$ cat src/design/urm_pkg.sv
`timescale 1ns / 1ps
// ----------------------------------------------------------------------------
// urm_pkg
// Types, operation codes, register indexes and status bit positions shared by
// the UART register model modules.
// ----------------------------------------------------------------------------
package urm_pkg;

   // Operation codes of an input item.
   localparam logic [2:0] OP_READ   = 3'd0;
   localparam logic [2:0] OP_WRITE  = 3'd1;
   localparam logic [2:0] OP_TICK   = 3'd2;
   localparam logic [2:0] OP_INJECT = 3'd3;
   localparam logic [2:0] OP_ACK    = 3'd4;

   // Register indexes.
   localparam logic [2:0] REG_DATA   = 3'd0;
   localparam logic [2:0] REG_STATUS = 3'd1;
   localparam logic [2:0] REG_CTRL_B = 3'd2;
   localparam logic [2:0] REG_CTRL_C = 3'd3;
   localparam logic [2:0] REG_BAUD_L = 3'd4;
   localparam logic [2:0] REG_BAUD_H = 3'd5;

   // Interrupt causes.
   localparam logic [1:0] CAUSE_RXC  = 2'd0;
   localparam logic [1:0] CAUSE_UDRE = 2'd1;
   localparam logic [1:0] CAUSE_TXC  = 2'd2;

   // Status register bits.
   localparam int ST_RXC  = 7;
   localparam int ST_TXC  = 6;
   localparam int ST_UDRE = 5;
   localparam int ST_U2X  = 1;

   // Control B enable bits.
   localparam int CB_RXCIE = 7;
   localparam int CB_TXCIE = 6;
   localparam int CB_UDRIE = 5;

   // Reset values and limits.
   localparam logic [7:0]  STATUS_RESET = 8'h20;
   localparam logic [7:0]  CTRL_C_RESET = 8'h06;
   localparam logic [3:0]  BAUD_H_MASK  = 4'hF;
   localparam logic [19:0] TX_LEN_RESET = 20'd160;
   localparam logic [19:0] TX_CNT_MAX   = 20'hFFFFF;

   typedef struct packed {
      logic [2:0]  operation;
      logic [2:0]  reg_index;
      logic [7:0]  write_data;
      logic [15:0] elapsed;
   } req_type;

   typedef struct packed {
      logic [7:0] read_data;
      logic       irq_pending;
      logic [1:0] irq_cause;
      logic       tx_valid;
      logic [7:0] tx_data;
   } rsp_type;

endpackage

$ cat src/design/urm_core.sv
`timescale 1ns / 1ps
// ----------------------------------------------------------------------------
// urm_core
// Register file and next-state logic: applies one item per accepted cycle and
// forms its result.
// ----------------------------------------------------------------------------
module urm_core
   import urm_pkg::*;
(
   input  logic    clock,
   input  logic    reset,
   input  logic    accept,
   input  req_type item,
   output rsp_type result
);

   logic [7:0]  rx_byte_ff, rx_byte_in;
   logic [7:0]  tx_byte_ff, tx_byte_in;
   logic [7:0]  status_ff, status_in;
   logic [7:0]  ctrl_b_ff, ctrl_b_in;
   logic [7:0]  ctrl_c_ff, ctrl_c_in;
   logic [7:0]  baud_l_ff, baud_l_in;
   logic [3:0]  baud_h_ff, baud_h_in;
   logic        tx_busy_ff, tx_busy_in;
   logic [19:0] tx_count_ff, tx_count_in;
   logic [19:0] tx_length_ff, tx_length_in;

   logic [12:0] baud_p1;
   logic [16:0] times10;
   logic [19:0] len_calc;
   logic [20:0] count_sum;
   logic [19:0] count_sat;
   logic [7:0]  rd;
   logic [7:0]  status_mid;
   logic        pend;
   logic [1:0]  cause;

   // Frame length: (8 or 16) * (divisor + 1) * 10, the times ten as two shifts.
   assign baud_p1   = {1'b0, baud_h_ff, baud_l_ff} + 13'd1;
   assign times10   = {1'b0, baud_p1, 3'b000} + {3'b000, baud_p1, 1'b0};
   assign len_calc  = status_ff[ST_U2X] ? {times10, 3'b000} : {times10[15:0], 4'b0000};
   assign count_sum = {1'b0, tx_count_ff} + {5'd0, item.elapsed};
   assign count_sat = count_sum[20] ? TX_CNT_MAX : count_sum[19:0];

   always_comb begin
      rx_byte_in   = rx_byte_ff;
      tx_byte_in   = tx_byte_ff;
      status_mid   = status_ff;
      ctrl_b_in    = ctrl_b_ff;
      ctrl_c_in    = ctrl_c_ff;
      baud_l_in    = baud_l_ff;
      baud_h_in    = baud_h_ff;
      tx_busy_in   = tx_busy_ff;
      tx_count_in  = tx_count_ff;
      tx_length_in = tx_length_ff;
      rd           = 8'd0;
      case (item.operation)
         OP_READ: begin
            case (item.reg_index)
               REG_DATA: begin
                  rd = rx_byte_ff;
                  status_mid[ST_RXC] = 1'b0;
               end
               REG_STATUS: rd = status_ff;
               REG_CTRL_B: rd = ctrl_b_ff;
               REG_CTRL_C: rd = ctrl_c_ff;
               REG_BAUD_L: rd = baud_l_ff;
               REG_BAUD_H: rd = {4'd0, baud_h_ff};
               default:    rd = 8'd0;
            endcase
         end
         OP_WRITE: begin
            case (item.reg_index)
               REG_DATA: begin
                  tx_byte_in          = item.write_data;
                  status_mid[ST_UDRE] = 1'b0;
                  status_mid[ST_TXC]  = 1'b0;
                  tx_busy_in          = 1'b1;
                  tx_count_in         = 20'd0;
                  tx_length_in        = len_calc;
               end
               REG_STATUS: begin
                  status_mid[ST_U2X] = item.write_data[ST_U2X];
                  if (item.write_data[ST_TXC]) begin
                     status_mid[ST_TXC] = 1'b0;
                  end
               end
               REG_CTRL_B: ctrl_b_in = item.write_data;
               REG_CTRL_C: ctrl_c_in = item.write_data;
               REG_BAUD_L: baud_l_in = item.write_data;
               REG_BAUD_H: baud_h_in = item.write_data[3:0] & BAUD_H_MASK;
               default:    ;
            endcase
         end
         OP_TICK: begin
            if (tx_busy_ff) begin
               tx_count_in = count_sat;
               if (count_sat != 20'd0) begin
                  status_mid[ST_UDRE] = 1'b1;
               end
               if (count_sat >= tx_length_ff) begin
                  tx_busy_in         = 1'b0;
                  status_mid[ST_TXC] = 1'b1;
               end
            end
         end
         OP_INJECT: begin
            rx_byte_in         = item.write_data;
            status_mid[ST_RXC] = 1'b1;
         end
         default: ;
      endcase

      // Fixed priority: receive, data empty, transmit complete.
      pend  = 1'b1;
      cause = CAUSE_RXC;
      if (status_mid[ST_RXC] && ctrl_b_in[CB_RXCIE]) begin
         cause = CAUSE_RXC;
      end else if (status_mid[ST_UDRE] && ctrl_b_in[CB_UDRIE]) begin
         cause = CAUSE_UDRE;
      end else if (status_mid[ST_TXC] && ctrl_b_in[CB_TXCIE]) begin
         cause = CAUSE_TXC;
      end else begin
         pend = 1'b0;
      end

      status_in = status_mid;
      if (item.operation == OP_ACK && pend) begin
         case (cause)
            CAUSE_RXC:  status_in[ST_RXC]  = 1'b0;
            CAUSE_UDRE: status_in[ST_UDRE] = 1'b0;
            default:    status_in[ST_TXC]  = 1'b0;
         endcase
      end

      result.read_data   = rd;
      result.irq_pending = pend;
      result.irq_cause   = pend ? cause : CAUSE_RXC;
      result.tx_valid    = status_in[ST_TXC];
      result.tx_data     = tx_byte_in;
   end

   always_ff @(posedge clock) begin
      if (reset) begin
         rx_byte_ff   <= 8'd0;
         tx_byte_ff   <= 8'd0;
         status_ff    <= STATUS_RESET;
         ctrl_b_ff    <= 8'd0;
         ctrl_c_ff    <= CTRL_C_RESET;
         baud_l_ff    <= 8'd0;
         baud_h_ff    <= 4'd0;
         tx_busy_ff   <= 1'b0;
         tx_count_ff  <= 20'd0;
         tx_length_ff <= TX_LEN_RESET;
      end else if (accept) begin
         rx_byte_ff   <= rx_byte_in;
         tx_byte_ff   <= tx_byte_in;
         status_ff    <= status_in;
         ctrl_b_ff    <= ctrl_b_in;
         ctrl_c_ff    <= ctrl_c_in;
         baud_l_ff    <= baud_l_in;
         baud_h_ff    <= baud_h_in;
         tx_busy_ff   <= tx_busy_in;
         tx_count_ff  <= tx_count_in;
         tx_length_ff <= tx_length_in;
      end
   end

`ifndef SYNTHESIS
   // A data write always leaves a transmit in progress.
   a_write_starts_tx: assert property (@(posedge clock) disable iff (reset)
      accept && item.operation == OP_WRITE && item.reg_index == REG_DATA |=> tx_busy_ff)
      else $error("data write did not start a transmit");

   // Ticks while idle leave the transmit counter alone.
   a_idle_tick_holds: assert property (@(posedge clock) disable iff (reset)
      accept && item.operation == OP_TICK && !tx_busy_ff |=> $stable(tx_count_ff))
      else $error("idle tick changed the transmit count");

   // Only the defined status bits can ever be set.
   a_status_unused_zero: assert property (@(posedge clock) disable iff (reset)
      status_ff[4:2] == 3'd0 && status_ff[0] == 1'b0)
      else $error("undefined status bit set");

   // A finished transmit always shows the transmit-complete flag.
   a_done_sets_txc: assert property (@(posedge clock) disable iff (reset)
      accept && item.operation == OP_TICK && tx_busy_ff && !tx_busy_in
      |=> status_ff[ST_TXC])
      else $error("transmit ended without transmit-complete");
`endif

endmodule

$ cat config.mk
export PLATFORM = sky130hd
export DESIGN_NAME = urm_core
export DESIGN_NICKNAME = d
export VERILOG_FILES = /design/src/design/urm_pkg.sv /design/src/design/urm_core.sv
export SDC_FILE = /design/constraint.sdc
export NUM_CORES = 1
export LEC_CHECK = 0
export ABC_AREA = 1
export BUFFER_PORTS_ARGS = -buffer_cell sky130_fd_sc_hd__clkbuf_2
export CAP_MARGIN = 25
export CORE_MARGIN = 4
export CORE_UTILIZATION = 23
export DETAILED_ROUTE_END_ITERATION = 8
export PLACE_DENSITY_LB_ADDON = 0.15
export SLEW_MARGIN = 10
export SYNTH_ARGS = -nofsm -noshare
export SYNTH_HDL_FRONTEND = slang
export SYNTH_SLANG_ARGS = --single-unit
$ cat constraint.sdc
create_clock -name clock -period 4.45 [get_ports clock]
set_clock_uncertainty 0.1 [all_clocks]
set_input_delay 0.2225 -clock clock [delete_from_list [all_inputs] [get_ports clock]]
set_output_delay 0.2225 -clock clock [all_outputs]
set_load 0.005 [all_outputs]
==> results of run 1 <==
-- stage by stage --
step           cell area (sq um)  setup slack, ns  instances  utilization, %
2_1_floorplan               6110            0.916        949               -
3_3_place_gp                6700            0.192       1314            25.7
3_5_place_dp                6700            0.149       1314            25.7
4_1_cts                     7010           0.0303       1330            26.8
5_1_grt                     7180          -0.0250       1338            27.5
6_report                    7180            0.324       1338            27.5
-- cell usage in the layout (no fill, tap or decap), types with 12 or more instances in the layout --
cell / instances
nand4_1: 13
buf_4: 13
ha_1: 38
inv_1: 130
nor3_1: 13
dfxtp_1: 84
nor2_1: 66
nand3_1: 46
nand2_2: 12
nand2_1: 240
a211oi_1: 14
clkbuf_2: 52
a21oi_1: 102
o21ai_0: 54
xor2_1: 15
-- power by group --
part           leakage [uW]  switching, uW  internal [uW]
Sequential         0.000687           4.94            767
Clock              0.000149            401            401
Combinational       0.00238            113           54.0
-- registers in the layout, indices dropped and copies added, names as in the netlist --
register and cells:
baud_h_ff 4, tx_length_ff 16, ctrl_c_ff 8, tx_count_ff 20, ctrl_b_ff 8, status_ff 4
tx_busy_ff 1, baud_l_ff 8, tx_byte_ff 8, rx_byte_ff 8
-- layer usage --
| metal | GRT usage, % | vias to the layer above |
|---|---|---|
| met5 | 0 | - |
| met4 | 3.03 | 0 |
| met2 | 22.1 | 72 |
| met3 | 2.08 | 15 |
| met1 | 17.2 | 2678 |
| li1 | - | 3217 |
-- cell usage after synthesis --
cell type    n
o21ai_2      1
o21bai_1     3
or2_2        1
a31oi_1      5
buf_2        6
clkinv_1     3
o21ai_1      3
or2_1        1
nor3_1      14
a21o_1       2
a21oi_2      1
dfxtp_1     85
a221oi_1     7
nand4_1     13
inv_1      132
nand3_2      1
o211ai_1    11
a311oi_1     1
o21ai_0     56
xnor2_1      8
nand2_2      5
nand3_1     48
and2_2       1
nand2_1    247
nand3b_1     2
a211oi_1    14
nor3_2       4
nor4_1       1
clkbuf_1    18
a211o_1      1
a21oi_1    103
fa_1         2
buf_4        2
xor2_1      15
a22oi_1      2
ha_1        43
o22ai_1      3
nor2_2       6
clkbuf_4     1
nor2_1      69
buf_6        1
xor2_2       1
a41oi_1      1
inv_2        4
nor3_4       1
-- critical path, delay by kind of cell (launching register included) --
family                     cells  cell delay (ns)
buffers and inverters          6             0.36
adders and majority gates      3             0.77
and+or+nand+nor               17             1.60
DFF                            1             0.35
AOI/OAI and AO/OA              2             0.37
-- timing repair --
action,CTS,global route
setup endpoints to repair,3,3
pin swaps,0,15
gates resized for setup,3,28
buffers inserted,0,8
-- path summary, 6_finish.rpt --
check / cells past startpoint / start / slack, ns / end
worst max-delay path: 28 / tx_count_ff[0] / 0.32 / result[8]
worst min-delay path: 3 / item[21] / 0.02 / rx_byte_ff[5]
worst max register to register: 27 / tx_count_ff[0] / 0.84 / status_ff[6]
worst min register to register: 2 / rx_byte_ff[6] / 0.36 / rx_byte_ff[6]
-- cell families (layout without fill, tap and decap cells) --
group	Yosys count	count (layout)	share of synthesized area, %
adders and majority gates	45	45	9.46
buffers and inverters	167	221	10.7
DFF	85	85	27.8
AOI/OAI and AO/OA	214	214	19.7
and+or+nand+nor	414	414	28.7
xor gates and xnor gates	24	24	3.56
-- cell type report --
type	count	area (sq um)
Tap cell	335	419
Timing Repair Buffer	66	363
Inverter	139	522
Fill cell	3001	19000
Sequential cell	85	1700
Multi-Input combinational cell	697	3870
Clock inverter	7	76.3
Clock buffer	9	225
==> results.tsv, run 1 <==
metric	value	unit
outcome	finished clean	
vias_per_cell	4.47	
post-synth-top-area-fraction	27.8	%
syn_area	6110	sq um
worst_hold_slack	0.0225	ns
drv_cap	0	
crit_required	4.13	ns
grt_pass1_vias	5594	
power_leakage	0.00321	uW
worst_setup_path_start_kind	flip-flop	
post-route-period-util	92.7	%
antenna_found_initial	0	
grt-ovfl-total	0	
total_power	1740	uW
cts_buffer_depth	2	
drtAntennaViolNets	0	
die-height	171	um
setup_tns	0	ns
cp_max_fo	4	
crit_slowest_cell	fa_2	
synth_fp_nets	1027	
synth_top_area_cell	dfxtp_1	
max_stage_delay	0.37	ns
irDropWorstVdd	0.000161	V
clock_latency	0.36	ns
grt_pass1_wl	30.0	mm
core	26100	sq um
die_area	29200	sq um
crit_path_end_kind	primary output	
area_growth	17.5	%
cts-root-buf	clkbuf_16	
ys_seq_area_share	27.8	%
ys_ff_latch	85	
place_congestion	0.804	
wl_met1	9.24	mm
maxSlewHeadroom	33.5	%
critical_path_class	reg -> out	
cts_tree	built	
numCtsBuffers	9	
finalNetCount	1076	
initial_utilization	23.4	%
drive_above_1_share	13.2	%
port_buffers	52	
ys_types	45	
grt_max_degree	55	
avgSynthCellArea	6.44	sq um
die_w	171	um
grt_use_total	12.9	%
dp_hpwl	14.6	mm
via_count	5982	
clock_sinks	85	
drt_pass1_iterations	5	
tightest_slew	0.996	ns
synthCells	949	
ys_warn_count	0	
synth_area_leaders	dfxtp_1, nand2_1, ha_1	
highest-signal-layer	met4	
io_pins	53	
drtIter0Drc	293	
slew_viol_final	0	
arrival	3.80	ns
h-tree-depth	3	
drc	0	
met2_length	9.19	mm
crit_path_frequent_cell	nand2_2	
dr_wl_met3	450	um
wl	19.1	mm
hold_violations	0	
clk_pin_slew	0.09	ns
hold_buffers	0	
n_antenna_cell	0	
power_density	242	nW/um^2
hold_path.class	in -> reg	
max_freq	242	MHz
setup_viol	0	
rows	59	
min_period	4.13	ns
wl_per_cell	14.3	um
(Power assumes the default switching activity.)
==> run 2, diff against run 1 <==
CORE_UTILIZATION = 61   (was 23)
CTS_CLUSTER_DIAMETER = 100   (was unset)
SLEW_MARGIN = unset   (was 10)
==> results.tsv, run 2 (synthesis results as in run 1) <==
metric	value	unit	change
port_buffers	52		unchanged
wl_per_cell	13.7	um	-3.9%
hold_buffers	0		unchanged
crit_path_end_kind	primary output		
holdPathStages	3		unchanged
wl	15.5	mm	-19%
power_density	231	nW/um^2	-4.8%
dp_hpwl	11.8	mm	-19%
maxSlewHeadroom	40.3	%	+6.8 points
drive_above_1_share	12.1	%	-1.1 points
arrival	3.82	ns	+0.02 ns
area_growth	11.3	%	
finalNetCount	1074		-0.19%
crit_required	4.13	ns	about the same
initial_utilization	62.5	%	+39 points
via_count	6166		+3.1%
die_w	108	um	-37%
drtAntennaViolNets	0		unchanged
cp_top_family	simple AND/OR/NAND/NOR gates		
core	9770	sq um	-63%
layout_commonest_cell	nand2_1		
cts_buffer_depth	2		unchanged
cts_tree	built		
clk_pin_slew	0.09	ns	about the same
cp_max_fo	7		+3
min_period	4.14	ns	+0.0186 ns
power_leakage	0.00317	uW	-1.2%
tightest_slew	0.894	ns	-0.102 ns
drt_pass1_iterations	6		+1
layout_common_cells	nand2_1, inv_1, a21oi_1, dfxtp_1, nor2_1		
worst_setup_path_start_kind	flip-flop		
regMostFlops	tx_count_ff		
hold_path.class	in -> reg		
critical_path_class	reg -> out		
n_antenna_cell	0		unchanged
largest_reg_flops	20		unchanged
h-tree-depth	3		unchanged
numCtsBuffers	9		unchanged
irDropWorstVdd	0.000200	V	+25%
drc	0		unchanged
hold_violations	0		unchanged
setup_viol	0		unchanged
total_power	1570	uW	-9.8%
max_freq	241	MHz	-0.45%
post-route-period-util	93.1	%	+0.42 points
crit_chain	ha_1, a21oi_1, and2_2, nand2_1, nand2_1, nand2_1, nor2_4, buf_4, nand3_1, ha_1, nand2_1, nor2_1, a211oi_1, nor2_1, a211oi_1, o21ai_2, nand2_2, a21oi_2, nand4_1, nand2_1, inv_1, clkbuf_2		
antenna_found_initial	0		unchanged
fin_cells	1134		-15%
die_area	11700	sq um	-60%
r2r_cells	21		-22%
grt_max_degree	55		unchanged
max_stage_delay	0.35	ns	-0.02 ns
clock_sinks	85		unchanged
grt_pass1_vias	5736		+2.5%
grt_use_total	27.4	%	+14 points
worst_hold_slack	0.0137	ns	-0.00883 ns
vias_per_cell	5.44		+22%
crit_slowest_cell	ha_1		
cts-root-buf	clkbuf_8		
crit_buf_inv	3		-3
outcome	finished clean		
dp_cells	1111		-15%
post-place-ws	0.395	ns	+0.247 ns
drv_cap	0		unchanged
clock_latency	0.37	ns	about the same
rows	36		-39%
grt_pass1_wl	25.9	mm	-14%
place_congestion	0.954		+19%
grt-ovfl-total	0		unchanged
cp_num_cells	22		-21%
die-height	108	um	-37%
final_cell_area	6800	sq um	-5.3%
dpl_cell_area	6440	sq um	-3.9%
io_pins	53		unchanged
crit_path_frequent_cell	nand2_1		
drtIter0Drc	340		+16%
reg_top3	tx_count_ff x20, tx_length_ff x16		
slew_viol_final	0		unchanged
fin_ws	0.306	ns	-0.0186 ns
fillers	908		-70%
[run 2: cell count changes in the layout (fill, tap and decap cells not counted), moves of 3 or more]
cell       previous run  this run
ha_1                 38        41
inv_8                 3         0
clkbuf_8              0        11
clkbuf_16             9         0
[run 2: final timing paths]
check / startpoint / end / slack (ns)
max: tx_count_ff[11] / result[8] / 0.31
min: item[20] / rx_byte_ff[4] / 0.01
max reg2reg: tx_count_ff[11] / status_ff[6] / 0.86
min reg2reg: rx_byte_ff[6] / rx_byte_ff[6] / 0.36
[run 2: layer usage]
metal	share of wire [%]	vias up	global-route usage, %
li1	-	3221	-
met1	43	2753	32.5
met5	0	-	0
met3	3.7	37	3.70
met2	50	155	49.8
met4	2.9	0	10.8
[run 2: power by group]
| group | leakage (uW) | internal, uW | switching, uW |
|---|---|---|---|
| sequential | 0.000687 | 767 | 4.86 |
| combinational | 0.00237 | 52.2 | 106 |
| clock | 0.000118 | 351 | 290 |
[run 2: cell type report]
| type | count | area (sq um) | area share, % |
|---|---|---|---|
| Sequential cell | 85 | 1700 | 25.0 |
| Inverter | 139 | 522 | 7.67 |
| Clock buffer | 12 | 155 | 2.28 |
| Tap cell | 133 | 166 | 2.45 |
| Clock inverter | 4 | 77.6 | 1.14 |
| Multi-Input combinational cell | 697 | 3830 | 56.3 |
| Timing Repair Buffer | 64 | 350 | 5.15 |
[run 2: metrics by stage]
step | util [%] | TNS (ns)
after global placement | 65.9 | 0
after CTS | 68.3 | 0
after detailed placement | 65.9 | 0
after global routing | 69.6 | -0.0519
final | 69.6 | 0
after floorplan | - | 0
[run 2: what timing repair did]
action,in CTS,in global routing
hold endpoints to repair,0,0
pin swaps,0,8
endpoints found under the setup margin,2,3
resized for setup,1,19
setup buffers,0,7
[run 2: worst min-delay path, delay by kind of cell]
family | cells | cell delay, ns
buffers and inverters | 1 | 0.09
AND/OR/NAND/NOR | 1 | 0.07
AO/OA/AOI/OAI | 1 | 0.05
